[src/rtl/core/anir_pkg.sv]
package anir_pkg;

  localparam int unsigned CFG_W      = 50;
  localparam int unsigned CFG_IDX_W  = 2;
  localparam int unsigned CHAN_W     = 2;
  localparam int unsigned SAMPLE_W   = 10;
  localparam int unsigned VOLT_W     = 16;
  localparam int unsigned COUNT_W    = 17;
  localparam int unsigned SHIFT_W    = 4;

  localparam logic [1:0] MODE_OFF      = 2'd0;
  localparam logic [1:0] MODE_PERIODIC = 2'd1;
  localparam logic [1:0] MODE_DIGITAL  = 2'd2;
  localparam logic [1:0] MODE_UNUSED   = 2'd3;

  localparam logic [3:0] SCALE_BASE = 4'd6;
  localparam logic [7:0] FACTOR_MASK = 8'hff;

  localparam logic REPORT_VOLTAGE = 1'b0;
  localparam logic REPORT_PIN     = 1'b1;

  // register layout, MSB first: scale, factor, mode, period, high, low
  typedef struct packed {
    logic [3:0]  scale;
    logic [7:0]  factor;
    logic [1:0]  mode;
    logic [15:0] period;
    logic [9:0]  high;
    logic [9:0]  low;
  } setup_t;

  typedef struct packed {
    logic [CHAN_W-1:0]   chan_sel;
    logic [SAMPLE_W-1:0] sample;
  } in_beat_t;

  typedef struct packed {
    logic [CHAN_W-1:0] out_chan;
    logic              report_kind;
    logic [VOLT_W-1:0] voltage;
    logic              pin_high;
  } out_beat_t;

endpackage

[src/rtl/core/anir_cfg_regs.sv]
module anir_cfg_regs #(
  parameter int unsigned NUM_CHANNELS = 4
) (
  input  logic                           clk,
  input  logic                           rst_n,
  input  logic                           cfg_we,
  input  logic [anir_pkg::CFG_IDX_W-1:0] cfg_index,
  input  logic [anir_pkg::CFG_W-1:0]     cfg_wdata,
  input  logic [anir_pkg::CHAN_W-1:0]    rd_chan,
  output anir_pkg::setup_t               rd_setup
);

  localparam int unsigned CH_W = (NUM_CHANNELS > 1) ? $clog2(NUM_CHANNELS) : 1;

  anir_pkg::setup_t setup_r   [NUM_CHANNELS];
  anir_pkg::setup_t setup_nxt [NUM_CHANNELS];

  logic wr_hit;

  assign wr_hit = cfg_we &&
                  ({1'b0, cfg_index} < (anir_pkg::CFG_IDX_W + 1)'(NUM_CHANNELS));

  always_comb begin
    for (int i = 0; i < NUM_CHANNELS; i++) begin
      setup_nxt[i] = setup_r[i];
    end
    if (wr_hit) begin
      setup_nxt[cfg_index[CH_W-1:0]] = anir_pkg::setup_t'(cfg_wdata);
    end
  end

  always_ff @(posedge clk) begin
    for (int i = 0; i < NUM_CHANNELS; i++) begin
      if (!rst_n) begin
        setup_r[i] <= '0;
      end else begin
        setup_r[i] <= setup_nxt[i];
      end
    end
  end

  // caller guarantees rd_chan is in range when the result is used
  assign rd_setup = setup_r[rd_chan[CH_W-1:0]];

endmodule

[src/rtl/core/anir_chan_proc.sv]
module anir_chan_proc #(
  parameter int unsigned NUM_CHANNELS = 4,
  parameter int unsigned POLL_STEP    = 10
) (
  input  logic                 clk,
  input  logic                 rst_n,
  input  logic                 fire,
  input  anir_pkg::in_beat_t   beat,
  input  anir_pkg::setup_t     setup,
  output logic                 has_result,
  output anir_pkg::out_beat_t  result
);

  localparam int unsigned CH_W = (NUM_CHANNELS > 1) ? $clog2(NUM_CHANNELS) : 1;

  logic                          level_r     [NUM_CHANNELS];
  logic                          level_nxt   [NUM_CHANNELS];
  logic [anir_pkg::COUNT_W-1:0]  count_r     [NUM_CHANNELS];
  logic [anir_pkg::COUNT_W-1:0]  count_nxt   [NUM_CHANNELS];

  logic [CH_W-1:0]               idx;
  logic                          in_range;
  logic                          cur_level;
  logic [anir_pkg::COUNT_W-1:0]  cnt_inc;
  logic                          period_hit;
  logic [17:0]                   prod_full;
  logic [anir_pkg::VOLT_W-1:0]   prod;
  logic [anir_pkg::SHIFT_W-1:0]  shamt;
  logic                          go_high;
  logic                          go_low;
  logic                          is_periodic;
  logic                          is_digital;

  assign idx       = beat.chan_sel[CH_W-1:0];
  assign in_range  = ({1'b0, beat.chan_sel} < (anir_pkg::CHAN_W + 1)'(NUM_CHANNELS));
  assign cur_level = level_r[idx];

  assign is_periodic = in_range && (setup.mode == anir_pkg::MODE_PERIODIC);
  assign is_digital  = in_range && (setup.mode == anir_pkg::MODE_DIGITAL);

  assign cnt_inc    = count_r[idx] + anir_pkg::COUNT_W'(POLL_STEP);
  assign period_hit = (cnt_inc >= {1'b0, setup.period});

  assign prod_full = 18'(beat.sample) * 18'(setup.factor & anir_pkg::FACTOR_MASK);
  assign prod      = prod_full[anir_pkg::VOLT_W-1:0];
  assign shamt     = (setup.scale < anir_pkg::SCALE_BASE) ? '0
                                                           : setup.scale - anir_pkg::SCALE_BASE;

  assign go_high = !cur_level && (beat.sample > setup.high);
  assign go_low  = cur_level && (beat.sample < setup.low);

  always_comb begin
    has_result         = 1'b0;
    result.out_chan    = beat.chan_sel;
    result.report_kind = anir_pkg::REPORT_VOLTAGE;
    result.voltage     = '0;
    result.pin_high    = 1'b0;
    if (is_periodic && period_hit) begin
      has_result     = 1'b1;
      result.voltage = prod >> shamt;
    end else if (is_digital && (go_high || go_low)) begin
      has_result         = 1'b1;
      result.report_kind = anir_pkg::REPORT_PIN;
      result.pin_high    = go_high;
    end
  end

  always_comb begin
    for (int i = 0; i < NUM_CHANNELS; i++) begin
      level_nxt[i] = level_r[i];
      count_nxt[i] = count_r[i];
    end
    if (fire && is_periodic) begin
      count_nxt[idx] = period_hit ? '0 : cnt_inc;
    end
    if (fire && is_digital && (go_high || go_low)) begin
      level_nxt[idx] = go_high;
    end
  end

  always_ff @(posedge clk) begin
    for (int i = 0; i < NUM_CHANNELS; i++) begin
      if (!rst_n) begin
        level_r[i] <= 1'b0;
        count_r[i] <= '0;
      end else begin
        level_r[i] <= level_nxt[i];
        count_r[i] <= count_nxt[i];
      end
    end
  end

endmodule

[src/rtl/core/analog_input_reporter_unit.sv]
// Analog input reporter: takes one ADC sample per beat and issues at most one
// report beat. A channel in periodic mode adds POLL_STEP to its counter and
// reports (sample*factor mod 2^16) >> max(scale-6,0) once the counter reaches
// its period; a channel in digital mode reports its pin level when the
// hysteresis comparator flips. One sample is taken every cycle unless in_stall
// is high; it waits in the input register, where channel state is read and
// updated, until the output slot is free or draining. Users must write channel
// settings through cfg_* while no sample is in flight; it is not enforced.
module analog_input_reporter_unit #(
  parameter int unsigned NUM_CHANNELS = 4,
  parameter int unsigned POLL_STEP    = 10
) (
  input  logic                           clk,
  input  logic                           rst_n,
  input  logic                           in_valid,
  output logic                           in_stall,
  input  anir_pkg::in_beat_t             in_data,
  output logic                           out_valid,
  input  logic                           out_stall,
  output anir_pkg::out_beat_t            out_data,
  input  logic                           cfg_we,
  input  logic [anir_pkg::CFG_IDX_W-1:0] cfg_index,
  input  logic [anir_pkg::CFG_W-1:0]     cfg_wdata
);

  logic                 s1_valid_r;
  logic                 s1_valid_nxt;
  anir_pkg::in_beat_t   s1_beat_r;
  logic                 out_valid_r;
  logic                 out_valid_nxt;
  anir_pkg::out_beat_t  out_beat_r;

  anir_pkg::setup_t     setup;
  logic                 adv;
  logic                 fire;
  logic                 has_result;
  anir_pkg::out_beat_t  result;

  // output slot is free or is being drained this cycle
  assign adv      = !out_valid_r || !out_stall;
  assign fire     = s1_valid_r && adv;
  assign in_stall = s1_valid_r && !adv;

  anir_cfg_regs #(
    .NUM_CHANNELS (NUM_CHANNELS)
  ) u_cfg (
    .clk       (clk),
    .rst_n     (rst_n),
    .cfg_we    (cfg_we),
    .cfg_index (cfg_index),
    .cfg_wdata (cfg_wdata),
    .rd_chan   (s1_beat_r.chan_sel),
    .rd_setup  (setup)
  );

  anir_chan_proc #(
    .NUM_CHANNELS (NUM_CHANNELS),
    .POLL_STEP    (POLL_STEP)
  ) u_proc (
    .clk        (clk),
    .rst_n      (rst_n),
    .fire       (fire),
    .beat       (s1_beat_r),
    .setup      (setup),
    .has_result (has_result),
    .result     (result)
  );

  always_comb begin
    s1_valid_nxt = s1_valid_r;
    if (!in_stall) begin
      s1_valid_nxt = in_valid;
    end
    out_valid_nxt = out_valid_r;
    if (adv) begin
      out_valid_nxt = s1_valid_r && has_result;
    end
  end

  always_ff @(posedge clk) begin
    if (!rst_n) begin
      s1_valid_r  <= 1'b0;
      out_valid_r <= 1'b0;
    end else begin
      s1_valid_r  <= s1_valid_nxt;
      out_valid_r <= out_valid_nxt;
    end
  end

  always_ff @(posedge clk) begin
    if (!in_stall && in_valid) begin
      s1_beat_r <= in_data;
    end
    if (fire && has_result) begin
      out_beat_r <= result;
    end
  end

  assign out_valid = out_valid_r;
  assign out_data  = out_beat_r;

endmodule

[config.mk]
export PLATFORM = sky130hd
export DESIGN_NAME = analog_input_reporter_unit
export DESIGN_NICKNAME = d
export VERILOG_FILES = /design/src/rtl/core/anir_pkg.sv /design/src/rtl/core/anir_cfg_regs.sv /design/src/rtl/core/anir_chan_proc.sv /design/src/rtl/core/analog_input_reporter_unit.sv
export SDC_FILE = /design/constraint.sdc
export NUM_CORES = 1
export LEC_CHECK = 0
export BUFFER_PORTS_ARGS = -buffer_cell sky130_fd_sc_hd__buf_2
export CORE_ASPECT_RATIO = 0.75
export CORE_UTILIZATION = 50
export DETAILED_ROUTE_END_ITERATION = 8
export PLACE_DENSITY = 0.67
export SLEW_MARGIN = 20
export SYNTH_ARGS = -nofsm -noshare
export SYNTH_HDL_FRONTEND = slang
export SYNTH_SLANG_ARGS = --single-unit
[constraint.sdc]
create_clock -name clk -period 11 [get_ports clk]
set_clock_uncertainty 0.15 [all_clocks]
set_input_delay 0.55 -clock clk [delete_from_list [all_inputs] [get_ports clk]]
set_output_delay 0.55 -clock clk [all_outputs]
set_load 0.01 [all_outputs]
== Yosys cells after proc, flatten, opt, wreduce, memory -nomap -nowiden ==
Memories as Yosys holds them, arrays and structs flattened. A register that Yosys moved wholly into a read port is not among the register bits.
Cells that the tools add are included.
Storage, ports and cells
  bits in registers: 34
  RAM bits: 272
  input port bits: 69
  output and inout port bits: 22
  word-level logic and storage cells: 95
  memories: 3
Memory list
  u_cfg.setup_r: words 4, bits a word 50, read ports 5, clocked after Yosys merged registers in 1, wr ports 4, line anir_cfg_regs.sv:15  | anir_pkg::setup_t setup_r [NUM_CHANNELS];
  u_proc.count_r: words 4, bits a word 17, read ports 5, clocked after Yosys merged registers in 1, wr ports 4, line anir_chan_proc.sv:18  | logic [anir_pkg::COUNT_W-1:0] count_r [NUM_CHANNELS];
  u_proc.level_r: words 4, bits a word 1, read ports 5, clocked after Yosys merged registers in 1, wr ports 4, line anir_chan_proc.sv:16  | logic level_r [NUM_CHANNELS];
Cells by class
  add/sub/neg operators: 2
  multiply operators: 1
  $lt $le $gt $ge: 8
  eq/ne operators: 2
  shifts and indexed selects: 1
  muxes and demuxes: 33
  bitwise operators: 15
  reduce and logical (&&, ||, !) cells: 22
Operators by type and width (count)
  2-to-1 mux 50 bit: 5
  bitwise mux 200 bit: 1
  2-to-1 mux 200 bit: 1
  2-to-1 mux 17 bit: 6
  demux 50 bit (select 2 bit): 1
  bitwise mux 68 bit: 1
  2-to-1 mux 68 bit: 1
  demux 17 bit (select 2 bit): 1
  adder 17 x 4 -> 17 bit (second input constant): 1
  >= comparator 17 x 16 -> 1 bit: 1
  multiplier 10 x 8 -> 16 bit: 1
  >> shifter 16 x 4 -> 16 bit: 1
  logical AND 1 bit: 14
  OR 1 bit: 12
  > comparator 10 bit: 1
  < comparator 10 bit: 1
  2-to-1 mux 1 bit: 9
  2-to-1 mux 4 bit: 2
  >= comparator 3 bit (second input constant): 2
  < comparator 3 x 1 -> 1 bit (second input constant): 2
  2-to-1 mux 2 bit: 3
  inverter 2 -> 3 bit: 2
  zero test 1 bit: 5
  bitwise mux 4 bit: 1
  other kinds (8): 9

== Logic depth before layout (Yosys ltp) ==
  depth in word-level cells: 8
  gate-level depth with buffers: 24
  depth with buffers taken out: 20

== Hierarchy ==
A second synthesis with hierarchy kept.
Unflattened totals
  cells, all modules: 1684
  area total of the unflattened synthesis: 16928.7 um2
By module, submodules not included
  anir_cfg_regs: times used 1, cells each 767, area an instance 8560.7 um2, seq. area each 4003.8 um2
  anir_chan_proc: times used 1, cells each 875, area an instance 7315.8 um2, seq. area each 1451.4 um2
  analog_input_reporter_unit: times used 1, cells each 42, area an instance 1052.3 um2, seq. area each 1001.0 um2

== Least setup slack after synthesis ==
No wires, ideal clock.
  path type: flip-flop to flip-flop
  start: reg with a tool-made name
  end: reg out_beat_r, in the netlist out_data[1] (data pin)
  setup time: 0.275 ns
  data arrival time: 6.161 ns
  data required time: 10.575 ns
  slack: 4.415 ns
  cell stages (with the launch flop): 24
  path buffers: 4
  period minus slack after synthesis: 6.585 ns
  cells stage by stage: dfxtp_1 > buf_6 > buf_2 > buf_2 > buf_1 > mux4_2 > and2_1 > fa_1 > inv_1 > fa_1 > inv_1 > fa_1 > inv_1 > fa_1 > inv_1 > ha_1 > o211ai_1 > a21oi_1 > o311ai_0 > nor2_1 > mux4_2 > and2_1 > a31oi_2 > a211oi_1
RTL lines
  end signal, assigned: line analog_input_reporter_unit.sv:95  | out_beat_r <= result;
  end, declared: line analog_input_reporter_unit.sv:31  | anir_pkg::out_beat_t out_beat_r;

==> results_dict.tcl <==
set metrics [dict create \
    status "completed" \
    p_sw_mw 0.7251 \
    clock-sinks 308 \
    htreeDepth 2 \
    overflow 0 \
    synth_area_um2 17460 \
    dpl.hpwl_mm 28.67 \
    timing.reg2reg.setup_slack_ns 4.17 \
    hold_ws_ns 0.04143 \
    clkLatencyLatePin_ns 0.53 \
    rr_worst_depth 20 \
    start_util 0.5141 \
    numCtsBuffers 35 \
    synth_flop_cell "dfxtp_1" \
    netlist_instances 1944 \
    grt_use_total 0.2509 \
    fin_nets 2153 \
    yosys.area.top_type_share 0.3153 \
    die_area_um2 35680 \
    critical_path_arrival_ns 6.93 \
    nFillCells 2996 \
    die_x_um 217.8 \
    wl_per_cell_um 18.16 \
    p_int_mw 1.999 \
    drc 0 \
    numPortBuffers 90 \
    switching_share 0.2662 \
    synthArstFlopShare 0 \
    combPwrFrac 0.133 \
    grt_pass1_wl_mm 71.35 \
    firstDrtPassIters 5 \
    power_frac_seq 0.441 \
    grt_pass1_vias 13220 \
    crit_end "out_data[1]" \
    drive_gt1_frac 0.1264 \
    synth_cell_type_count 79 \
    core_um2 33960 \
    cellPowerDensity_nw_per_um2 141.3 \
    setup_viol 0 \
    syn_nets 2128 \
    yosysWarnings 0 \
    cts_hold_buf 0 \
    crit_type "reg2reg" \
    place.gp.congestion 0.8701 \
    routed_wirelength_mm 44.42 \
    ys_ff_latch 308 \
    worstMarginPinSlew_ns 1.001 \
    rows 58 \
    clk_path_buf_depth 3 \
    fmax_mhz 146.4 \
    avgSynthCellArea_um2 8.981 \
    num_vias 13700 \
    final_cell_mix "nand2_1 (601), dfxtp_1 (273), a21boi_0 (259), inv_1 (106), buf_2 (89)" \
    p_total_mw 2.724 \
    ios 91 \
    dp.cells 2382 \
    slew_headroom 0.3280 \
    layout_min_cycle_time_ns 6.832 \
    viasPerCell 5.603 \
    drv_slew 0 \
    stdcell_count 2446 \
    die_y_um 163.8 \
    p_clk_frac 0.426 \
    postCtsResizedCells 0 \
    period_share 0.6211 \
    ir_drop_uv 134.8 \
    holdCritPathClass "in2reg" \
    grt_antenna_before_repair 5 \
    max_cap_violations 0 \
    drt-initial-drc-count 1024 \
    area_growth_pct 10.39 \
    cts-root-buf "clkbuf_16" \
    p_leak_nw 7.303 \
    timing.rr.end "out_data[1]" \
    utilization 0.5675 \
    grt_max_degree 162 \
    setup_tns_ns 0 \
    synth_area_leaders "dfxtp_1 (32%), nand2_1 (13%), a21boi_0 (11%)" \
    synth_edf_count 33 \
    seq_area_frac_synth 0.3721 \
    synth_top_cell_by_area "dfxtp_1" \
    critPathMaxFanout 37 \
    rsz0062_at_grt "false" \
    ant_nets 0 \
    clk_pin_slew_ns 0.06 \
    cts_tree "yes" \
    end_kind "flop" \
    layout_commonest_cell "nand2_1" \
    post_cts_buffers 0 \
    required_ns 11.10 \
    cp-start-kind "flop" \
    finalHoldViolCount 0 \
]
==> synth_stat cells (6+ instances only) <==
| cell type | instances |
|---|---|
| and3_1 | 13 |
| a211oi_1 | 11 |
| a21o_1 | 11 |
| o21ai_0 | 22 |
| mux2i_1 | 10 |
| and2_1 | 53 |
| nor2_1 | 37 |
| nand4_1 | 8 |
| mux4_2 | 56 |
| a21oi_1 | 26 |
| buf_1 | 6 |
| ha_1 | 68 |
| o21a_1 | 7 |
| fa_1 | 47 |
| nand3_1 | 18 |
| a21boi_0 | 259 |
| a31oi_1 | 6 |
| inv_1 | 106 |
| o211ai_1 | 7 |
| xnor2_1 | 11 |
| nor2b_1 | 14 |
| nand2_1 | 601 |
| clkbuf_1 | 95 |
| nor3_1 | 13 |
| mux4_1 | 10 |
| edfxtp_1 | 33 |
| dfxtp_1 | 275 |
| xor2_1 | 13 |
==> kinds of logic (layout without fill, tap and decap cells) <==
kind of cell,count (synthesis),count (layout),synth area share
AOI/OAI and AO/OA,390,390,0.1645
buffers and inverters,222,271,0.05203
and+or+nand+nor,802,802,0.1978
other,0,3,0
adders and majority gates,115,115,0.1026
DFF,308,308,0.3721
xor gates and xnor gates,25,25,0.01333
muxes,82,82,0.09768
==> through the flow <==
stage               cell area [um^2]  setup slack (ns)
floorplan                      17460             4.415
global placement               18110             4.389
detailed placement             18110             4.180
CTS                            19260             4.185
global route                   19270             3.767
finish                         19270             4.168
==> worst max-delay path, stage by stage (launching register included) <==
cell and delay, ns:
dfxtp_4 0.75, mux2_2 0.29, nor2_1 0.04, a21oi_1 0.59, nand2_1 0.18, fa_1 0.53, fa_1 0.54, inv_1 0.05
fa_1 0.52, inv_1 0.05, fa_1 0.53, inv_1 0.04, ha_1 0.37, o211ai_1 0.16, a21oi_1 0.12, o311ai_0 0.60
nor2_1 0.10, mux4_2 0.49, and2_1 0.18, a31oi_2 0.18, a211oi_1 0.10
==> registers in the layout (all words and copies together) (netlist names), named ones only <==
signal / count
out_data: 20
out_valid: 1
s1_beat_r: 12
s1_valid_r: 1
u_cfg.setup_r: 200
u_proc.count_r: 68
u_proc.level_r: 4
==> metal layers <==
metal  share of wire  GRT usage  vias up  wire [um]
li1                -          -     6628          -
met1            0.48     0.3705     6631      21450
met2            0.44     0.3842      378      19690
met3           0.056    0.03611       63       2508
met4           0.017    0.06421        4        745
met5         0.00056          0        -         25
==> power by group through the flow <==
stage	registers, mW	logic (mW)	clock network, mW
after global routing	1.20	0.405	1.22
after CTS	1.20	0.363	1.17
after global placement	1.22	0.354	0
after floorplan	1.20	0.280	0
final	1.20	0.364	1.16
after detailed placement	1.22	0.361	0
==> final cells by class <==
cell class | instances | area (um^2) | share of cell area
Clock inverter | 7 | 61.31 | 0.003181
Tap cell | 450 | 563.0 | 0.02921
Antenna cell | 3 | 7.507 | 0.0003895
Inverter | 106 | 397.9 | 0.02064
Timing Repair Buffer | 104 | 561.8 | 0.02915
Multi-Input combinational cell | 1414 | 10090 | 0.5234
Sequential cell | 308 | 6504 | 0.3374
Clock buffer | 54 | 1091 | 0.05661
==> worst min-delay path by stage <==
stage                                startpoint                    end  slack [ns]  depth (start not counted)
after floorplan           u_proc.count_r[1][13]  u_proc.count_r[1][13]        0.28                          2
after CTS                            in_data[5]           s1_beat_r[5]        0.02                          1
after global placement    u_proc.count_r[0][15]  u_proc.count_r[0][15]        0.29                          2
final                                in_data[9]           s1_beat_r[9]        0.04                          1
after detailed placement  u_proc.count_r[1][13]  u_proc.count_r[1][13]        0.30                          2
after global routing                 in_data[5]           s1_beat_r[5]        0.03                          1
(Power assumes the default switching activity.)
